--- src/hdl/smc_pkg.sv ---
// ----------------------------------------------------------------------------
// smc_pkg
// shared constants and types of the substring match counter
// ----------------------------------------------------------------------------
`default_nettype none

package smc_pkg;

    localparam int NEEDLE_MAX_DEF = 8;
    localparam int TEXT_MAX_DEF   = 65536;

    localparam int BYTE_W     = 8;
    localparam int LEN_W      = 4;
    localparam int POS_W      = 16;
    localparam int CFG_W      = 64;
    localparam int CFG_IDX_W  = 1;
    localparam int IN_DATA_W  = 8;
    localparam int OUT_DATA_W = 40;
    localparam int RES_W      = 1 + 2 * POS_W;

    localparam logic [POS_W-1:0] POS_SAT = {POS_W{1'b1}};

    // configuration register indexes
    typedef enum logic [CFG_IDX_W-1:0] {
        REG_NEEDLE_BYTES  = 1'b0,
        REG_NEEDLE_LENGTH = 1'b1
    } cfg_reg_t;

    typedef struct packed {
        logic [POS_W-1:0] match_count;
        logic [POS_W-1:0] first_position;
        logic             found;
    } result_t;

endpackage

`default_nettype wire

--- src/hdl/substring_match_counter.sv ---
// ----------------------------------------------------------------------------
// substring_match_counter
// streams haystack bytes and counts non-overlapping needle matches
// ----------------------------------------------------------------------------
// output: a haystack's result is registered, when its last item is accepted,
//   into the main output register, or into the skid while m_axis stalls
// throughput: one item per cycle while the skid is empty; window compare and
//   counters update in the accepting cycle, results use a two-entry buffer
// reset: rst_n clears needle registers, scan state and output valids
`default_nettype none

module substring_match_counter
    import smc_pkg::*;
#(
    parameter int NEEDLE_MAX = NEEDLE_MAX_DEF,
    parameter int TEXT_MAX   = TEXT_MAX_DEF
)(
    input  wire logic                  clk,
    input  wire logic                  rst_n,
    // configuration write port
    input  wire logic                  cfg_wr_en,
    input  wire logic [CFG_IDX_W-1:0]  cfg_index,
    input  wire logic [CFG_W-1:0]      cfg_wdata,
    // input stream
    input  wire logic                  s_axis_tvalid,
    output      logic                  s_axis_tready,
    input  wire logic [IN_DATA_W-1:0]  s_axis_tdata,   // [7:0] text_byte
    input  wire logic                  s_axis_tuser,   // [0] byte_present
    input  wire logic                  s_axis_tlast,   // is_last
    // result stream
    output      logic                  m_axis_tvalid,
    input  wire logic                  m_axis_tready,
    output      logic [OUT_DATA_W-1:0] m_axis_tdata    // [0] found,
                                                       // [16:1] first_position,
                                                       // [32:17] match_count
);

    localparam int CNT_W  = $clog2(TEXT_MAX + 1);
    localparam int WIDE_W = (CNT_W > POS_W) ? CNT_W : POS_W + 1;

    // configuration
    logic [CFG_W-1:0] needle_bytes_reg;
    logic [LEN_W-1:0] needle_length_reg;

    // scan state
    logic [BYTE_W-1:0] window_reg   [NEEDLE_MAX];
    logic [BYTE_W-1:0] window_next  [NEEDLE_MAX];
    logic [CNT_W-1:0]  bytes_seen_reg,   bytes_seen_next;
    logic [LEN_W-1:0]  skip_left_reg,    skip_left_next;
    logic [POS_W-1:0]  count_reg,        count_next;
    logic [POS_W-1:0]  first_start_reg,  first_start_next;
    logic              seen_match_reg,   seen_match_next;

    // output buffer
    logic    out_valid_reg,  out_valid_next;
    result_t out_data_reg,   out_data_next;
    logic    skid_valid_reg, skid_valid_next;
    result_t skid_data_reg,  skid_data_next;

    logic                  in_xfer;
    logic                  emit;
    logic [LEN_W-1:0]      eff_len;
    logic [NEEDLE_MAX:1]   hit;
    logic                  window_hit;
    logic [WIDE_W-1:0]     start_wide;
    result_t               result;
    logic                  main_free;

    assign in_xfer = s_axis_tvalid && s_axis_tready;
    assign emit    = in_xfer && s_axis_tlast;
    assign eff_len = (needle_length_reg > LEN_W'(NEEDLE_MAX)) ?
                     LEN_W'(NEEDLE_MAX) : needle_length_reg;

    // shifted window: newest byte at entry 0
    always_comb
    begin
        for (int i = 0; i < NEEDLE_MAX; i++)
        begin
            window_next[i] = window_reg[i];
        end
        if (in_xfer && s_axis_tuser)
        begin
            for (int i = NEEDLE_MAX - 1; i > 0; i--)
            begin
                window_next[i] = window_reg[i-1];
            end
            window_next[0] = s_axis_tdata[BYTE_W-1:0];
        end
    end

    // compare for every possible needle length in parallel
    always_comb
    begin
        for (int l = 1; l <= NEEDLE_MAX; l++)
        begin
            hit[l] = 1'b1;
            for (int i = 0; i < l; i++)
            begin
                if (window_next[l-1-i] != needle_bytes_reg[BYTE_W*i +: BYTE_W])
                begin
                    hit[l] = 1'b0;
                end
            end
        end
        window_hit = 1'b0;
        for (int l = 1; l <= NEEDLE_MAX; l++)
        begin
            if (eff_len == LEN_W'(l) && hit[l])
            begin
                window_hit = 1'b1;
            end
        end
    end

    always_comb
    begin
        bytes_seen_next  = bytes_seen_reg;
        skip_left_next   = skip_left_reg;
        count_next       = count_reg;
        first_start_next = first_start_reg;
        seen_match_next  = seen_match_reg;
        start_wide       = WIDE_W'(bytes_seen_reg) - WIDE_W'(eff_len);

        if (in_xfer && s_axis_tuser)
        begin
            if (bytes_seen_reg < CNT_W'(TEXT_MAX))
            begin
                bytes_seen_next = bytes_seen_reg + CNT_W'(1);
            end
            start_wide = WIDE_W'(bytes_seen_next) - WIDE_W'(eff_len);
            if (eff_len != '0 && bytes_seen_next >= CNT_W'(eff_len))
            begin
                if (skip_left_reg != '0)
                begin
                    skip_left_next = skip_left_reg - LEN_W'(1);
                end
                else if (window_hit)
                begin
                    if (!seen_match_reg)
                    begin
                        first_start_next = (start_wide > WIDE_W'(POS_SAT)) ?
                                           POS_SAT : start_wide[POS_W-1:0];
                        seen_match_next  = 1'b1;
                    end
                    if (count_reg != POS_SAT)
                    begin
                        count_next = count_reg + POS_W'(1);
                    end
                    skip_left_next = eff_len - LEN_W'(1);
                end
            end
        end

        if (eff_len == '0)
        begin
            result.found          = 1'b1;
            result.first_position = '0;
            result.match_count    = '0;
        end
        else
        begin
            result.found          = seen_match_next;
            result.first_position = seen_match_next ? first_start_next : '0;
            result.match_count    = count_next;
        end

        // end of haystack clears the scan
        if (emit)
        begin
            bytes_seen_next  = '0;
            skip_left_next   = '0;
            count_next       = '0;
            first_start_next = '0;
            seen_match_next  = 1'b0;
        end
    end

    // two-entry output buffer: main register plus skid
    assign main_free = !out_valid_reg || m_axis_tready;

    always_comb
    begin
        out_valid_next  = out_valid_reg;
        out_data_next   = out_data_reg;
        skid_valid_next = skid_valid_reg;
        skid_data_next  = skid_data_reg;
        if (main_free)
        begin
            if (skid_valid_reg)
            begin
                out_valid_next  = 1'b1;
                out_data_next   = skid_data_reg;
                skid_valid_next = emit;
                skid_data_next  = result;
            end
            else
            begin
                out_valid_next = emit;
                out_data_next  = result;
            end
        end
        else if (emit)
        begin
            skid_valid_next = 1'b1;
            skid_data_next  = result;
        end
    end

    assign s_axis_tready = !skid_valid_reg;
    assign m_axis_tvalid = out_valid_reg;
    assign m_axis_tdata  = {(OUT_DATA_W - RES_W)'(0), out_data_reg};

    always_ff @(posedge clk or negedge rst_n)
    begin
        if (!rst_n)
        begin
            needle_bytes_reg  <= '0;
            needle_length_reg <= '0;
            for (int i = 0; i < NEEDLE_MAX; i++)
            begin
                window_reg[i] <= '0;
            end
            bytes_seen_reg  <= '0;
            skip_left_reg   <= '0;
            count_reg       <= '0;
            first_start_reg <= '0;
            seen_match_reg  <= 1'b0;
            out_valid_reg   <= 1'b0;
            skid_valid_reg  <= 1'b0;
        end
        else
        begin
            if (cfg_wr_en)
            begin
                case (cfg_reg_t'(cfg_index))
                    REG_NEEDLE_BYTES:  needle_bytes_reg  <= cfg_wdata;
                    REG_NEEDLE_LENGTH: needle_length_reg <= cfg_wdata[LEN_W-1:0];
                    default: ;
                endcase
            end
            for (int i = 0; i < NEEDLE_MAX; i++)
            begin
                window_reg[i] <= emit ? '0 : window_next[i];
            end
            bytes_seen_reg  <= bytes_seen_next;
            skip_left_reg   <= skip_left_next;
            count_reg       <= count_next;
            first_start_reg <= first_start_next;
            seen_match_reg  <= seen_match_next;
            out_valid_reg   <= out_valid_next;
            skid_valid_reg  <= skid_valid_next;
        end
    end

    // payload registers
    always_ff @(posedge clk)
    begin
        out_data_reg  <= out_data_next;
        skid_data_reg <= skid_data_next;
    end

endmodule

`default_nettype wire

--- config.mk ---
export PLATFORM = sky130hd
export DESIGN_NAME = substring_match_counter
export DESIGN_NICKNAME = d
export VERILOG_FILES = /design/src/hdl/smc_pkg.sv /design/src/hdl/substring_match_counter.sv
export SDC_FILE = /design/constraint.sdc
export NUM_CORES = 1
export LEC_CHECK = 0
export ABC_CLOCK_PERIOD_IN_PS = 3800
export BUFFER_PORTS_ARGS = -buffer_cell sky130_fd_sc_hd__buf_2
export CORE_ASPECT_RATIO = 1.4
export CORE_UTILIZATION = 55
export DETAILED_ROUTE_END_ITERATION = 10
export PLACE_DENSITY_LB_ADDON = 0.2
export SLEW_MARGIN = 20
export SYNTH_ARGS = -nofsm -noshare
export SYNTH_HDL_FRONTEND = slang
export SYNTH_SLANG_ARGS = --single-unit
--- constraint.sdc ---
create_clock -name clk -period 3.8 [get_ports clk]
set_clock_uncertainty 0.1 [all_clocks]
set_input_delay 0.19 -clock clk [delete_from_list [all_inputs] [get_ports clk]]
set_output_delay 0.19 -clock clk [all_outputs]
set_load 0.01 [all_outputs]
==> results.cfg, run 1 <==
[run_status]
outcome = aborted with a tool error
haltStage = global routing
tool.error = [ERROR GRT-0116] Global routing finished with congestion. Check the congestion regions in the DRC Viewer.

[clock_network]
clockRootBuffer = clkbuf_16
cts_sinks = 254
h-tree-depth = 1
cts_made_buffers = 26
ctsLongestPathBuffers = 3

[global_route]
grt_pass1_wl_um = 207800
grt_start_max_net_pins = 115
overflow = 271
grt_usage = 0.7768
grt_pass1_vias = 27710

[synthesis]
ys.flop_type = dfrtp_1
synthTopCellsByArea = dfrtp_1 (24%), edfxtp_1 (10%), xnor2_1 (4.9%), nor2b_1 (3.8%), mux2i_1 (3.4%)
synth-edff-count = 66
syn_area_um2 = 19410
netlist_instances = 2278
ys_ff_latch = 254
synth.most_common_cell = dfrtp_1
synth_common_cells = dfrtp_1 (188), nor2_1 (171), nand2_1 (166)
synthArstFlopShare = 0.7402
synth_area_per_cell_um2 = 8.522
ys_seq_area_frac = 0.3444
yosys.area.top_type = dfrtp_1
yosysWarnings = 0
ys_types = 87
netlist.area_leader.share = 0.2423

[placement]
placed_area_um2 = 23710
placed_cells = 3138
place.gp.congestion = 1.295
pre_cts_ws_ps = -754.3
port_buffers = 114
dp_hpwl_um = 83310

[die]
rows = 81
die_w_um = 160.8
ioPinCount = 122
initial_utilization = 0.5568
die_h_um = 224.3
kinds of logic after synthesis:
family / after synthesis / share of synthesized area
and+or+nand+nor: 842 / 0.2277
AOI/OAI and AO/OA: 584 / 0.2157
buffers and inverters: 300 / 0.06394
DFF: 254 / 0.3444
xor gates and xnor gates: 168 / 0.07580
muxes: 117 / 0.06413
adders and majority gates: 12 / 0.008121
other: 1 / 0.0001932
metrics by stage:
step           hold WS [ps]  setup TNS [ps]
2_1_floorplan        -205.6               0
3_3_place_gp          292.8          -39910
3_5_place_dp          303.5          -45710
4_1_cts               74.77           -1897
metal layers:
layer	GRT usage	GRT overflow
met3	0.6319	4
met2	0.9524	153
met1	0.7821	4
met4	0.7328	107
met5	0.2645	3
repair_timing:
item                                    in CTS
hold buffers                                66
hold endpoints to repair                   182
endpoints found under the setup margin     102
resized for setup                          139
pin swaps                                   23
buffers inserted                            25
gates cloned                                 3
==> inputs of run 2 (changes only) <==
ABC_CLOCK_PERIOD_IN_PS = 4900   (was 3800)
CORE_ASPECT_RATIO = not set   (was 1.4)
CORE_UTILIZATION = 40   (was 55)
PLACE_DENSITY_LB_ADDON = 0.15   (was 0.2)
clock period = 4.9 ns   (was 3.8 ns; I/O delays follow)
==> run 2 against run 1 <==
The flow now finishes, with violations (negative setup slack). Synthesized cell count stayed put. Synthesized area unchanged.
==> results.cfg, run 2 <==
[run_status]
outcome = finished, violations left
violations = negative setup slack

[final_layout]
fill_cells = 4683
syn2layout_area_growth_pct = 20.46
multi_input_area_um2 = 11550
seq_area_um2 = 6686
stdcell_count = 3133
layout-drive-gt1-share = 0.1765
layout_commonest_cell = buf_4
final_cell_mix = buf_4 (194), dfrtp_1 (188), nor2_1 (169)
nNetsFinal = 2583

[global_route]
grt_pass1_wl_um = 151400
antenna_found_initial = 2
grt_pass1_vias = 20750
grt_start_max_net_pins = 100
grt_usage = 0.4267
overflow = 0

[placement]
port_buffers = 114
pre_cts_ws_ps = 281.9
place.gp.congestion = 1.087
placed_cells = 3007
dp_hpwl_um = 79120

[worst_hold_path]
min_to = window_reg[60]$_DFF_PN0_
hold_start = s_axis_tdata[4]
hold_path_class = input port to flop
holdPathStages = 3

[sta]
period_needed_ps = 5001
rsz0062_at_grt = no
post-route-period-util = 1.021
hold_viol = 0
setup_viol = 14
slew_violations = 0
worst_pin_slew_ps = 1227
setup_ws_ps = -100.6
maxSlewHeadroom = 0.1817
fmax_mhz = 200.0

[clock_network]
h-tree-depth = 1
ctsLongestPathBuffers = 3
cts_tree = yes
cts_resized = 0
cts_sinks = 254
path_clk_slew_ps = 70
clock_latency_ps = 620
cts_made_buffers = 31
clockRootBuffer = clkbuf_16

[setup_path]
r2r_setup_slack_ps = -100
path_class = flop to flop
cp.required_ps = 5270
reg2reg_from = window_reg[52]$_DFF_PN0_
reg2regPathDepth = 12
critPathMaxFanout = 22
arrival_ps = 5370
r2r_end = m_axis_tdata[26]$_DFFE_PN_
cp-end-kind = flop
startpoint_type = flop

[synthesis]
synth-edff-count = 66
netlist.area_leader.share = 0.2423
yosys.area.top_type = dfrtp_1
synth_area_per_cell_um2 = 8.522
ys_ff_latch = 254
synthTopCellsByArea = dfrtp_1 (24%), edfxtp_1 (10%), xnor2_1 (4.9%), nor2b_1 (3.8%), mux2i_1 (3.4%)
ys_types = 87
yosysWarnings = 0
syn_area_um2 = 19410
synth.most_common_cell = dfrtp_1
synth_common_cells = dfrtp_1 (188), nor2_1 (171), nand2_1 (166)
ys_seq_area_frac = 0.3444
ys.flop_type = dfrtp_1
netlist_instances = 2278
synthArstFlopShare = 0.7402

[die]
ioPinCount = 122
core_um2 = 47850
die_h_um = 222.3
initial_utilization = 0.4057
rows = 80
die_w_um = 222.3
dieArea_um2 = 49420

[route]
wl_per_cell_um = 34.23
viasPerCell = 6.816
dr.pass1.iters = 6
num_vias = 21360
totalWireLength_um = 107200
drc = 0
first_iter_violations = 3036
postRouteAntennaNets = 0

[pwr]
clockPowerShare = 0.334
comb_power_share = 0.328
peakVddDrop_v = 0.0002809
pwr-share-seq = 0.338
p_sw_frac = 0.3885
switchingPower_mw = 3.075
p_leak_nw = 9.687
intPower_mw = 4.840
powerDensity_nw_per_um2 = 338.4

[run]
drv_cap = 0
[run 2: worst max-delay path by stage]
stage / from / endpoint / cells after the start
floorplan: m_axis_tvalid$_DFFE_PN0N_ / skid_data_reg[0]$_DFFE_PP_ / 2
global placement: window_reg[52]$_DFF_PN0_ / m_axis_tdata[26]$_DFFE_PN_ / 12
detailed placement: window_reg[52]$_DFF_PN0_ / m_axis_tdata[26]$_DFFE_PN_ / 12
CTS: window_reg[52]$_DFF_PN0_ / m_axis_tdata[26]$_DFFE_PN_ / 12
global route: window_reg[52]$_DFF_PN0_ / m_axis_tdata[26]$_DFFE_PN_ / 12
finish: window_reg[52]$_DFF_PN0_ / m_axis_tdata[26]$_DFFE_PN_ / 12
[run 2: worst max-delay path, stage by stage, from the launching register on]
cell and delay (ps):
dfrtp_1 1150, xor2_1 130, a2111oi_0 510, nand4_1 390, a211oi_1 430, nand4_1 140
a2111oi_0 760, buf_4 240, a211o_1 140, o21ai_1 90, buf_12 170, or4_1 490
nand4_1 100
[run 2: logic make-up after synthesis]
group / count (synthesis) / synth area share
XOR/XNOR: 168 / 0.07580
adder cells (fa/ha/maj): 12 / 0.008121
AND/OR/NAND/NOR: 842 / 0.2277
other: 1 / 0.0001932
flip-flops: 254 / 0.3444
buffers and inverters: 300 / 0.06394
multiplexers: 117 / 0.06413
AO/OA/AOI/OAI: 584 / 0.2157
[run 2: power groups by stage]
stage | combinational [mW] | clock (mW) | sequential, mW
after floorplan | 1.45 | 0 | 2.45
after global placement | 2.43 | 0 | 2.68
after detailed placement | 2.42 | 0 | 2.68
after CTS | 2.47 | 2.69 | 2.64
after global routing | 2.67 | 2.75 | 2.66
final | 2.60 | 2.65 | 2.67
[run 2: through the flow]
step	power (mW)	hold slack (ps)	TNS (ps)	util	instance area [µm²]
3_5_place_dp	5.095	180.0	0	0.4506	21560
3_3_place_gp	5.102	174.5	0	0.4506	21560
4_1_cts	7.796	37.75	0	0.4885	23370
5_1_grt	8.078	85.86	0	0.4886	23380
2_1_floorplan	3.891	-150.6	0	-	19430
6_report	7.914	84.34	-626.3	0.4887	23380
[run 2: timing repair]
action | CTS | global route
hold buffers | 66 | 0
hold endpoints to repair | 126 | 0
buffers inserted | 0 | 0
[run 2: cell type report]
cell class / count / share of cell area
Clock inverter: 22 / 0.01434
Multi-Input combinational cell: 1730 / 0.4941
Sequential cell: 254 / 0.2859
Antenna cell: 2 / 0.0002140
Timing Repair Buffer: 383 / 0.1230
Inverter: 91 / 0.01461
Tap cell: 615 / 0.03291
Clock buffer: 36 / 0.03483
[run 2: routing by layer]
metal / wire, µm / share of wire / GRT usage
met1: 42730 / 0.40 / 0.5626
met2: 43100 / 0.40 / 0.5990
met3: 13310 / 0.12 / 0.1361
met4: 8099 / 0.076 / 0.2726
met5: 13 / 0.00012 / 0
(Power assumes the default switching activity.)
